`src/hw/rtl/assert_macros.svh`:
```
// Assertion macros for the RTL of the add/sub/div/rem unit; the top level includes them.
`ifndef ASSERT_MACROS_SVH
`define ASSERT_MACROS_SVH

// Consequent must hold in the same cycle as the antecedent.
`define SASDM_ASSERT_SAME(label, ante, cons) \
  label: assert property (@(posedge clk) disable iff (!rst_n) (ante) |-> (cons)) \
    else $error("same-cycle check failed");

// Consequent must hold in the cycle after the antecedent.
`define SASDM_ASSERT_NEXT(label, ante, cons) \
  label: assert property (@(posedge clk) disable iff (!rst_n) (ante) |=> (cons)) \
    else $error("next-cycle check failed");

`endif

```
`src/hw/rtl/sasdm_pkg.sv`:
```
// Types and constants of the signed add/sub/div/rem unit.
package sasdm_pkg;

  // Operand and result width; the packed beat types below are built on it.
  localparam int DATA_WIDTH = 32;
  localparam int KIND_W     = 3;
  localparam int STATUS_W   = 2;

  // Operation codes.
  localparam logic [KIND_W-1:0] KIND_ADD = 3'd0;
  localparam logic [KIND_W-1:0] KIND_SUB = 3'd1;
  localparam logic [KIND_W-1:0] KIND_DIV = 3'd2;
  localparam logic [KIND_W-1:0] KIND_REM = 3'd3;

  // Status codes.
  localparam logic [STATUS_W-1:0] ST_OK       = 2'd0;
  localparam logic [STATUS_W-1:0] ST_DIV_ZERO = 2'd1;
  localparam logic [STATUS_W-1:0] ST_MOD_ZERO = 2'd2;

  // Input beat.
  typedef struct packed {
    logic [KIND_W-1:0]            kind;
    logic signed [DATA_WIDTH-1:0] first_operand;
    logic signed [DATA_WIDTH-1:0] second_operand;
  } in_t;

  // Result beat.
  typedef struct packed {
    logic signed [DATA_WIDTH-1:0] result;
    logic [STATUS_W-1:0]          status;
  } out_t;

  // Work carried down the pipeline with each item.
  typedef struct packed {
    logic [KIND_W-1:0]     kind;
    logic [STATUS_W-1:0]   status;
    logic                  neg_res;
    logic [DATA_WIDTH-1:0] sum;
    logic [DATA_WIDTH-1:0] rem;
    logic [DATA_WIDTH-1:0] quo;
    logic [DATA_WIDTH-1:0] dvs;
  } stage_t;

endpackage

```
`src/hw/rtl/sasdm_back.sv`:
```
// Result selection: picks sum, quotient or remainder and applies the sign.
module sasdm_back (
  input  sasdm_pkg::stage_t stg_i,
  output sasdm_pkg::out_t   res_o
);

  localparam int W = sasdm_pkg::DATA_WIDTH;

  logic [W-1:0] mag;
  logic [W-1:0] signed_mag;

  // Quotient for divide, remainder for remainder; negate when the sign calls for it.
  assign mag        = (stg_i.kind == sasdm_pkg::KIND_REM) ? stg_i.rem : stg_i.quo;
  assign signed_mag = stg_i.neg_res ? (~mag + 1'b1) : mag;

  always_comb begin
    res_o.status = stg_i.status;
    res_o.result = '0;
    priority if (stg_i.status != sasdm_pkg::ST_OK) begin
      res_o.result = '0;
    end else if (stg_i.kind == sasdm_pkg::KIND_ADD || stg_i.kind == sasdm_pkg::KIND_SUB) begin
      res_o.result = stg_i.sum;
    end else if (stg_i.kind == sasdm_pkg::KIND_DIV || stg_i.kind == sasdm_pkg::KIND_REM) begin
      res_o.result = signed_mag;
    end else begin
      res_o.result = '0;
    end
  end

endmodule
```
`config.mk`:
```
export PLATFORM = sky130hd
export DESIGN_NAME = sasdm_back
export DESIGN_NICKNAME = d
export VERILOG_FILES = /design/src/hw/rtl/assert_macros.svh /design/src/hw/rtl/sasdm_pkg.sv /design/src/hw/rtl/sasdm_back.sv
export SDC_FILE = /design/constraint.sdc
export NUM_CORES = 1
export LEC_CHECK = 0
export BUFFER_PORTS_ARGS = -buffer_cell sky130_fd_sc_hd__clkbuf_2
export CAP_MARGIN = 10
export CORE_MARGIN = 2
export CORE_UTILIZATION = 45
export DETAILED_ROUTE_END_ITERATION = 16
export PLACE_DENSITY_LB_ADDON = 0.12
export SETUP_SLACK_MARGIN = 0.2
export SLEW_MARGIN = 30
export SYNTH_ARGS = -nofsm -noshare
export SYNTH_HDL_FRONTEND = slang
export SYNTH_SLANG_ARGS = --single-unit
```
`constraint.sdc`:
```
create_clock -name vclk -period 4.2
set_clock_uncertainty 0.05 [all_clocks]
set_input_delay 0 -clock vclk [all_inputs]
set_output_delay 0 -clock vclk [all_outputs]
set_load 0.02 [all_outputs]
```
==> run metrics <==
antenna violations before repair 0; Post-CTS Setup Inserts 0; synth unique cells 58; # IOs ~170; IO Port Bufs around 140; critical path required time between 4 and 5 ns; Global Route met1 Usage 0.406; 1st-iter DRT viols a little under 200; GRT Total Usage 0.325; Cell Area, Synth approximately 2100 sq um; CORE AREA between 4000 and 5000 sq um; Finish-stage setup viols 0; first-pass GRT wire length 13.7 mm; synth warn 0; Core Rows 24; Slew Viols, Final 0; RSZ-0062 raised after global routing no; WS Path Type primary input to output pin; Diodes inserted 0; die area 5200 sq um; Final Net Count 583; Area contributors post-synth mux2i_1, nand2_1, nor2_1, xnor2_1, o21ai_0; register area 0 sq um; GRT met3 Usage 0.0125; min Tclk post-route 2.86 ns; Resize count post-CTS 0; syn_nets 460; Critical Path Start Type primary input; Avg Synthesized Cell Area about 6.4 sq um; Leakage around 1.2 nW; Syn Inst Count ~330; GRT busiest layer met2; seq_cells 0; hpwl dp around 7.0 mm; Critical Path End res_o[18]; Final Hold Fails 0; Worst-Margin Slew approximately 0.75 ns; worst-path fanout max 20; status finished, final reports clean; CP endpoint kind output pin; routability cong. about 1; Rel. slew slack 0.499; Antenna Violating Nets Remaining 0; Initial Utilization 0.473; clock buffer count 0; vias in the first global route about 3k; DP Area ~2800 sq um; Power Dens Cells roughly 87 nW/um^2; TNS Setup 0 ns; # DRC 0; cts hold-fix bufs 0; period utilization 0.681; largest net degree at the start of global routing 32; routed wire length between 8 and 9 mm; met2 Use GR 0.586; sequential fraction of the synthesis area 0; share of layout cells above drive strength 1 0.352; Max Cap Viol 0; DR WL/cell between 15 and 20 microns; total power between 0.2 and 0.25 mW; largest area contributor in the netlist mux2i_1; grt ovf 0; P&R area growth vs syn 33.3%; Vias/cell 6.36; drt first pass iters 5; die width roughly 72 microns; total number of vias between 3k and 4k; Max Freq about 0.35 GHz; DIE HEIGHT 72.1 microns; design area approximately 2800 sq um; crit path DAT between 2 and 3 ns; final core occ 0.630; Peak VDD IR roughly 0.05 mV; Yosys top cell area share 0.163; Min-Delay Path Class primary input to output pin; CP startpoint stg_i[133]
-- Yosys cell counts, types with 2 or more instances --
master,instances
and4_1,5
o21ai_0,24
clkbuf_1,13
a211oi_1,2
and3_1,5
nor3_1,19
o32ai_1,2
a22oi_1,6
a31o_2,2
nor2_1,35
a31oi_1,6
mux2i_1,34
nor4b_1,2
clkinv_1,2
nand2_1,36
xnor2_1,14
a211o_1,2
buf_2,3
o31a_2,2
a21oi_1,8
xor2_1,6
buf_4,3
o221ai_1,2
nor4_1,11
o31ai_1,4
or4_1,10
nand4_1,4
o22ai_1,5
nand3_1,12
mux2_2,6
or3_1,13
-- critical path, cell delays in order --
cell and delay, ns:
clkbuf_2 0.15, and3b_2 0.39, buf_4 0.28, nor4b_1 0.57
o2bb2ai_1 0.32, nand2_1 0.23, or4_1 0.54, o211ai_1 0.11
clkbuf_2 0.20
-- layout make-up --
type / count / area, sq um
well taps: 52 / 65.1
repair buffers: 141 / 718
fillers: 467 / 1630
inverters: 2 / 7.51
multi-input cells: 303 / 1990
-- layout by cell type, fill, tap and decap left out, types with 4 or more instances in the layout --
cell type / instances
or4_1: 10
o31ai_1: 4
nand2_1: 36
nand4_1: 4
nor2_1: 35
or3_1: 13
a21oi_1: 8
clkbuf_2: 136
and4_1: 5
o21ai_0: 24
mux2_2: 6
o22ai_1: 5
xnor2_1: 14
nor3_1: 19
buf_4: 5
mux2i_1: 34
xor2_1: 6
a22oi_1: 6
and3_1: 5
nor4_1: 11
nand3_1: 12
a31oi_1: 6
-- where the power goes --
group	internal (mW)	leakage [nW]	switching (mW)
combinational	0.101	1.21	0.142
clock	0	0	0
sequential	0	0	0
total	0.101	1.21	0.142
-- cells by family (layout without fill, tap and decap cells) --
logic type / count (synthesis) / in the layout / share of synthesized area
and+or+nand+nor: 164 / 164 / 0.418
AOI/OAI and AO/OA: 78 / 78 / 0.250
xor gates and xnor gates: 20 / 20 / 0.0840
muxes: 40 / 40 / 0.196
buffers and inverters: 22 / 143 / 0.0468
adders and majority gates: 1 / 1 / 0.00600
-- layer usage --
metal / vias to the layer above / routed length, microns
met3: 25 / 623
li1: 1522 / -
met1: 1442 / 3430
met5: - / 0
met2: 178 / 4280
met4: 0 / 304
-- worst min-delay path by stage --
stage / from / end / cells after the start / slack (ns)
3_5_place_dp: stg_i[130] / res_o[1] / 2 / 0.19
5_1_grt: stg_i[130] / res_o[1] / 2 / 0.20
4_1_cts: stg_i[130] / res_o[1] / 2 / 0.19
6_report: stg_i[130] / res_o[1] / 2 / 0.19
2_1_floorplan: stg_i[129] / res_o[0] / 1 / 0.06
3_3_place_gp: stg_i[129] / res_o[0] / 2 / 0.19
-- metrics by stage --
| stage | hold slack, ns | worst slack, ns | std cells |
|---|---|---|---|
| floorplan | 0.0626 | 1.30 | 325 |
| detailed placement | 0.194 | 1.44 | 498 |
| global route | 0.200 | 1.21 | 498 |
| finish | 0.192 | 1.34 | 498 |
| global placement | 0.189 | 1.46 | 498 |
| CTS | 0.194 | 1.42 | 498 |
Power figures use the tool's default switching activity.
