==> src/hw/rtl/assert_macros.svh <==
// Assertion macros for the RTL of the add/sub/div/rem unit; the top level includes them.
`ifndef ASSERT_MACROS_SVH
`define ASSERT_MACROS_SVH

// Consequent must hold in the same cycle as the antecedent.
`define SASDM_ASSERT_SAME(label, ante, cons) \
  label: assert property (@(posedge clk) disable iff (!rst_n) (ante) |-> (cons)) \
    else $error("same-cycle check failed");

// Consequent must hold in the cycle after the antecedent.
`define SASDM_ASSERT_NEXT(label, ante, cons) \
  label: assert property (@(posedge clk) disable iff (!rst_n) (ante) |=> (cons)) \
    else $error("next-cycle check failed");

`endif

==> src/hw/rtl/sasdm_pkg.sv <==
// Types and constants of the signed add/sub/div/rem unit.
package sasdm_pkg;

  // Operand and result width; the packed beat types below are built on it.
  localparam int DATA_WIDTH = 32;
  localparam int KIND_W     = 3;
  localparam int STATUS_W   = 2;

  // Operation codes.
  localparam logic [KIND_W-1:0] KIND_ADD = 3'd0;
  localparam logic [KIND_W-1:0] KIND_SUB = 3'd1;
  localparam logic [KIND_W-1:0] KIND_DIV = 3'd2;
  localparam logic [KIND_W-1:0] KIND_REM = 3'd3;

  // Status codes.
  localparam logic [STATUS_W-1:0] ST_OK       = 2'd0;
  localparam logic [STATUS_W-1:0] ST_DIV_ZERO = 2'd1;
  localparam logic [STATUS_W-1:0] ST_MOD_ZERO = 2'd2;

  // Input beat.
  typedef struct packed {
    logic [KIND_W-1:0]            kind;
    logic signed [DATA_WIDTH-1:0] first_operand;
    logic signed [DATA_WIDTH-1:0] second_operand;
  } in_t;

  // Result beat.
  typedef struct packed {
    logic signed [DATA_WIDTH-1:0] result;
    logic [STATUS_W-1:0]          status;
  } out_t;

  // Work carried down the pipeline with each item.
  typedef struct packed {
    logic [KIND_W-1:0]     kind;
    logic [STATUS_W-1:0]   status;
    logic                  neg_res;
    logic [DATA_WIDTH-1:0] sum;
    logic [DATA_WIDTH-1:0] rem;
    logic [DATA_WIDTH-1:0] quo;
    logic [DATA_WIDTH-1:0] dvs;
  } stage_t;

endpackage

==> src/hw/rtl/sasdm_front.sv <==
// Entry stage: add/subtract, operand magnitudes, result sign and zero-divisor status.
module sasdm_front (
  input  logic              clk,
  input  logic              rst_n,
  input  logic              adv,
  input  logic              in_valid,
  input  sasdm_pkg::in_t    in_data,
  output logic              vld_o,
  output sasdm_pkg::stage_t stg_o
);

  localparam int W = sasdm_pkg::DATA_WIDTH;

  logic              vld_r;
  sasdm_pkg::stage_t stg_r;
  sasdm_pkg::stage_t stg_nxt;
  logic [W-1:0]      a;
  logic [W-1:0]      b;
  logic              a_neg;
  logic              b_neg;

  assign a     = in_data.first_operand;
  assign b     = in_data.second_operand;
  assign a_neg = a[W-1];
  assign b_neg = b[W-1];

  // Prepare the item: wrapped sum, magnitudes for the divider and the sign of the answer.
  always_comb begin
    stg_nxt.kind    = in_data.kind;
    stg_nxt.status  = sasdm_pkg::ST_OK;
    stg_nxt.neg_res = 1'b0;
    stg_nxt.sum     = '0;
    stg_nxt.rem     = '0;
    stg_nxt.quo     = a_neg ? (~a + 1'b1) : a;
    stg_nxt.dvs     = b_neg ? (~b + 1'b1) : b;
    unique case (in_data.kind)
      sasdm_pkg::KIND_ADD: begin
        stg_nxt.sum = a + b;
      end
      sasdm_pkg::KIND_SUB: begin
        stg_nxt.sum = a - b;
      end
      sasdm_pkg::KIND_DIV: begin
        stg_nxt.neg_res = a_neg ^ b_neg;
        if (b == '0) begin
          stg_nxt.status = sasdm_pkg::ST_DIV_ZERO;
        end
      end
      sasdm_pkg::KIND_REM: begin
        stg_nxt.neg_res = a_neg;
        if (b == '0) begin
          stg_nxt.status = sasdm_pkg::ST_MOD_ZERO;
        end
      end
      default: begin
        stg_nxt.sum = '0;
      end
    endcase
  end

  // Valid travels with the data and moves only when the pipeline advances.
  always_ff @(posedge clk) begin
    if (!rst_n) begin
      vld_r <= 1'b0;
    end else if (adv) begin
      vld_r <= in_valid;
    end
  end

  always_ff @(posedge clk) begin
    if (adv) begin
      stg_r <= stg_nxt;
    end
  end

  assign vld_o = vld_r;
  assign stg_o = stg_r;

endmodule

==> config.mk <==
export PLATFORM = sky130hd
export DESIGN_NAME = sasdm_front
export DESIGN_NICKNAME = d
export VERILOG_FILES = /design/src/hw/rtl/assert_macros.svh /design/src/hw/rtl/sasdm_pkg.sv /design/src/hw/rtl/sasdm_front.sv
export SDC_FILE = /design/constraint.sdc
export NUM_CORES = 1
export LEC_CHECK = 0
export BUFFER_PORTS_ARGS = -buffer_cell sky130_fd_sc_hd__buf_4
export CELL_PAD_IN_SITES_DETAIL_PLACEMENT = 1
export CELL_PAD_IN_SITES_GLOBAL_PLACEMENT = 1
export CORE_ASPECT_RATIO = 0.5
export CORE_MARGIN = 2
export CORE_UTILIZATION = 43
export CTS_CLUSTER_SIZE = 20
export DETAILED_ROUTE_END_ITERATION = 16
export GPL_TIMING_DRIVEN = 0
export HOLD_SLACK_MARGIN = 0.06
export PLACE_DENSITY_LB_ADDON = 0.1
export REMOVE_ABC_BUFFERS = 1
export SLEW_MARGIN = 20
export SYNTH_ARGS = -nofsm -noshare
export SYNTH_HDL_FRONTEND = slang
export SYNTH_SLANG_ARGS = --single-unit
==> constraint.sdc <==
create_clock -name clk -period 9.3 [get_ports clk]
set_clock_uncertainty 0.05 [all_clocks]
set_input_delay 0 -clock clk [delete_from_list [all_inputs] [get_ports clk]]
set_output_delay 0 -clock clk [all_outputs]
set_load 0.03 [all_outputs]
==> results.json <==
{
  "min_from": "in_data[33]",
  "outcome": "complete, no violations",
  "final_antenna_net_count": 0,
  "synth-xor-area-share_pct": 13.8,
  "die_area_mm2": 0.0174,
  "synthToLayoutAreaGrowth_pct": 34.6,
  "clkTransAtPathRegs_ns": 0.07,
  "crit_path_start": "in_data[66]",
  "clk_path_buf_depth": 2,
  "io_buffer_count": 173,
  "final_layout_size_suffix_gt1_share_pct": 21.1,
  "ys.warnings.count": 0,
  "slew_violations": 0,
  "die_w_um": 184,
  "post-route-util_pct": 60.1,
  "maxCapViolations": 0,
  "finalCritPeriodShare_pct": 51.6,
  "drt_iter0_markers": 311,
  "final-hold-violation-count": 0,
  "critPathMaxFanout": 30,
  "critPathKind": "in -> reg",
  "syn_area_per_cell_um2": 10.0,
  "antennaDiodeCount": 0,
  "clk_latency_ns": 0.35,
  "grt_start_max_net_pins": 104,
  "ys.flop_type": "edfxtp_1",
  "io_pins": 206,
  "grt_pass1_wl_mm": 34.0,
  "worstSetupEndpointType": "flip-flop",
  "htreeDepth": 3,
  "hold_class": "in -> reg",
  "yosysSeqAreaShare_pct": 44.1,
  "power.density_mw_per_mm2": 156,
  "via_per_inst": 5.41,
  "dpl.hpwl_mm": 14.8,
  "antenna_found_initial": 0,
  "rsz0062_at_grt": "no",
  "synthSimpleGateAreaFrac_pct": 14.2,
  "ys_ff_latch": 103,
  "startpoint_type": "primary input",
  "postCtsSetupBuffers": 0,
  "p_leak_nw": 3.82,
  "muxShareOfSynthArea_pct": 0.716,
  "synth_fa_ha_area_share_pct": 6.19,
  "async_reset_ff_share_pct": 0,
  "grt.overflow.total": 0,
  "start_util_pct": 44.6,
  "root_buffer": "clkbuf_16",
  "grt.total_usage_pct": 25.3,
  "gp_congestion": 0.837,
  "drcViolationCount": 0,
  "critical_path_arrival_ns": 4.84,
  "wirelength_mm": 21.7,
  "synth_top_family_by_area": "compound AO/OA/AOI/OAI gates",
  "setup_violations": 0,
  "min_period_ns": 4.80,
  "timing.fmax_ghz": 0.208,
  "synth-compound-area-share_pct": 14.9,
  "tns_ns": 0,
  "placed_area_mm2": 0.00831,
  "wl_per_cell_um": 18.8,
  "layout_commonest_cell": "buf_4",
  "first_global_vias": 6473,
  "nets": 1035,
  "core.rowCount": 32,
  "layout_common_cells": "buf_4 (172), edfxtp_1 (102), dlygate4sd3_1 (82)",
  "vias": 6257,
  "syn_area_mm2": 0.00699,
  "tightest_slew_ns": 1.00,
  "cts.sinks": 103,
  "synth_edf_count": 102,
  "fin_area_mm2": 0.00941,
  "ctsResizeCount": 0,
  "design_power_total_mw": 1.47,
  "dr.pass1.iters": 4,
  "cts_made_buffers": 9,
  "fillCellCount": 1737,
  "cts_tree": "built",
  "r2r_start": "vld_o",
  "die_h_um": 94.2,
  "synthDistinctLibCells": 52,
  "syn_inst": 699,
  "worstPathRequired_ns": 9.35,
  "core_mm2": 0.0157,
  "ir_drop_v": 0.0000924,
  "max-slew-margin-rel_pct": 33.3
}
==> sequential cells by signal, indices dropped and copies added (netlist names) <==
signal / flops
stg_o: 102
vld_o: 1
==> cells in the mapped netlist, types with 8 or more instances <==
| cell | count | share of area [%] |
|---|---|---|
| edfxtp_1 | 102 | 44 |
| xnor2_1 | 68 | 8.5 |
| nand2_1 | 63 | 3.4 |
| nor2_1 | 51 | 2.7 |
| o21ai_0 | 48 | 3.4 |
| xor2_1 | 42 | 5.3 |
| a21oi_1 | 36 | 2.6 |
| ha_1 | 33 | 5.9 |
| buf_4 | 32 | 3.4 |
| clkbuf_1 | 30 | 1.6 |
| o31ai_1 | 22 | 2.4 |
| or3_1 | 20 | 1.8 |
| inv_1 | 14 | 0.75 |
| or4_1 | 12 | 1.3 |
| nor3_1 | 10 | 0.72 |
| o41ai_1 | 10 | 1.3 |
| nand2b_1 | 9 | 0.81 |
| nand3_1 | 8 | 0.57 |
==> stage by stage <==
step,std cells,worst slack [ns],hold WS [ns]
2_1_floorplan,664,5.70,0.0489
3_3_place_gp,1058,4.95,0.152
3_5_place_dp,1058,4.84,0.155
4_1_cts,1156,4.62,0.0670
5_1_grt,1156,4.21,0.0835
6_report,1156,4.50,0.0702
==> final timing paths <==
path | endpoint | slack (ns) | depth (start not counted)
setup reg to reg | vld_o | 8.06 | 3
hold reg to reg | vld_o | 1.07 | 3
hold / removal | stg_o[33] | 0.07 | 3
setup / recovery | stg_o[123] | 4.50 | 14
==> routing by layer <==
metal	track usage, %	wire [um]	vias to the layer above
met5	0	0	-
met2	44.6	10900	210
met4	6.13	327	0
met3	6.40	1330	26
met1	31.1	9210	3079
li1	-	-	2942
==> power breakdown <==
part / leakage (nW) / switching, mW / internal, mW
clock: 0.131 / 0.187 / 0.183
combinational: 2.69 / 0.316 / 0.202
sequential: 0.998 / 0.0161 / 0.568
total: 3.82 / 0.519 / 0.953
==> repair_timing <==
item,in CTS,in global routing
hold buffers,82,0
endpoints found under the hold margin,71,0
setup endpoints to repair,0,0
==> cell type report <==
cell class	instances	area [um2]	area share, %
clock buffers	9	225	2.39
clock inverters	7	48.8	0.519
inverters	14	52.6	0.559
multi-input cells	547	3600	38.3
flip-flops and latches	103	3080	32.8
well taps	221	277	2.94
repair buffers	255	2120	22.6
==> cell families after synthesis <==
group	Yosys count
AOI/OAI and AO/OA	166
xor gates and xnor gates	110
adders and majority gates	34
buffers and inverters	80
DFF	103
muxes	5
other	1
and+or+nand+nor	200
==> critical path: stages <==
cell	delay, ns
dlygate4sd3_1	0.54
buf_4	0.15
nor2_1	0.45
nand2_1	0.73
nand2_1	0.29
xor2_1	0.22
ha_1	0.32
a21o_1	0.23
a211oi_1	0.33
a21oi_1	0.13
o21ai_0	0.56
o21ai_0	0.42
a21oi_1	0.33
mux2i_1	0.11
Power figures use the tool's default switching activity.
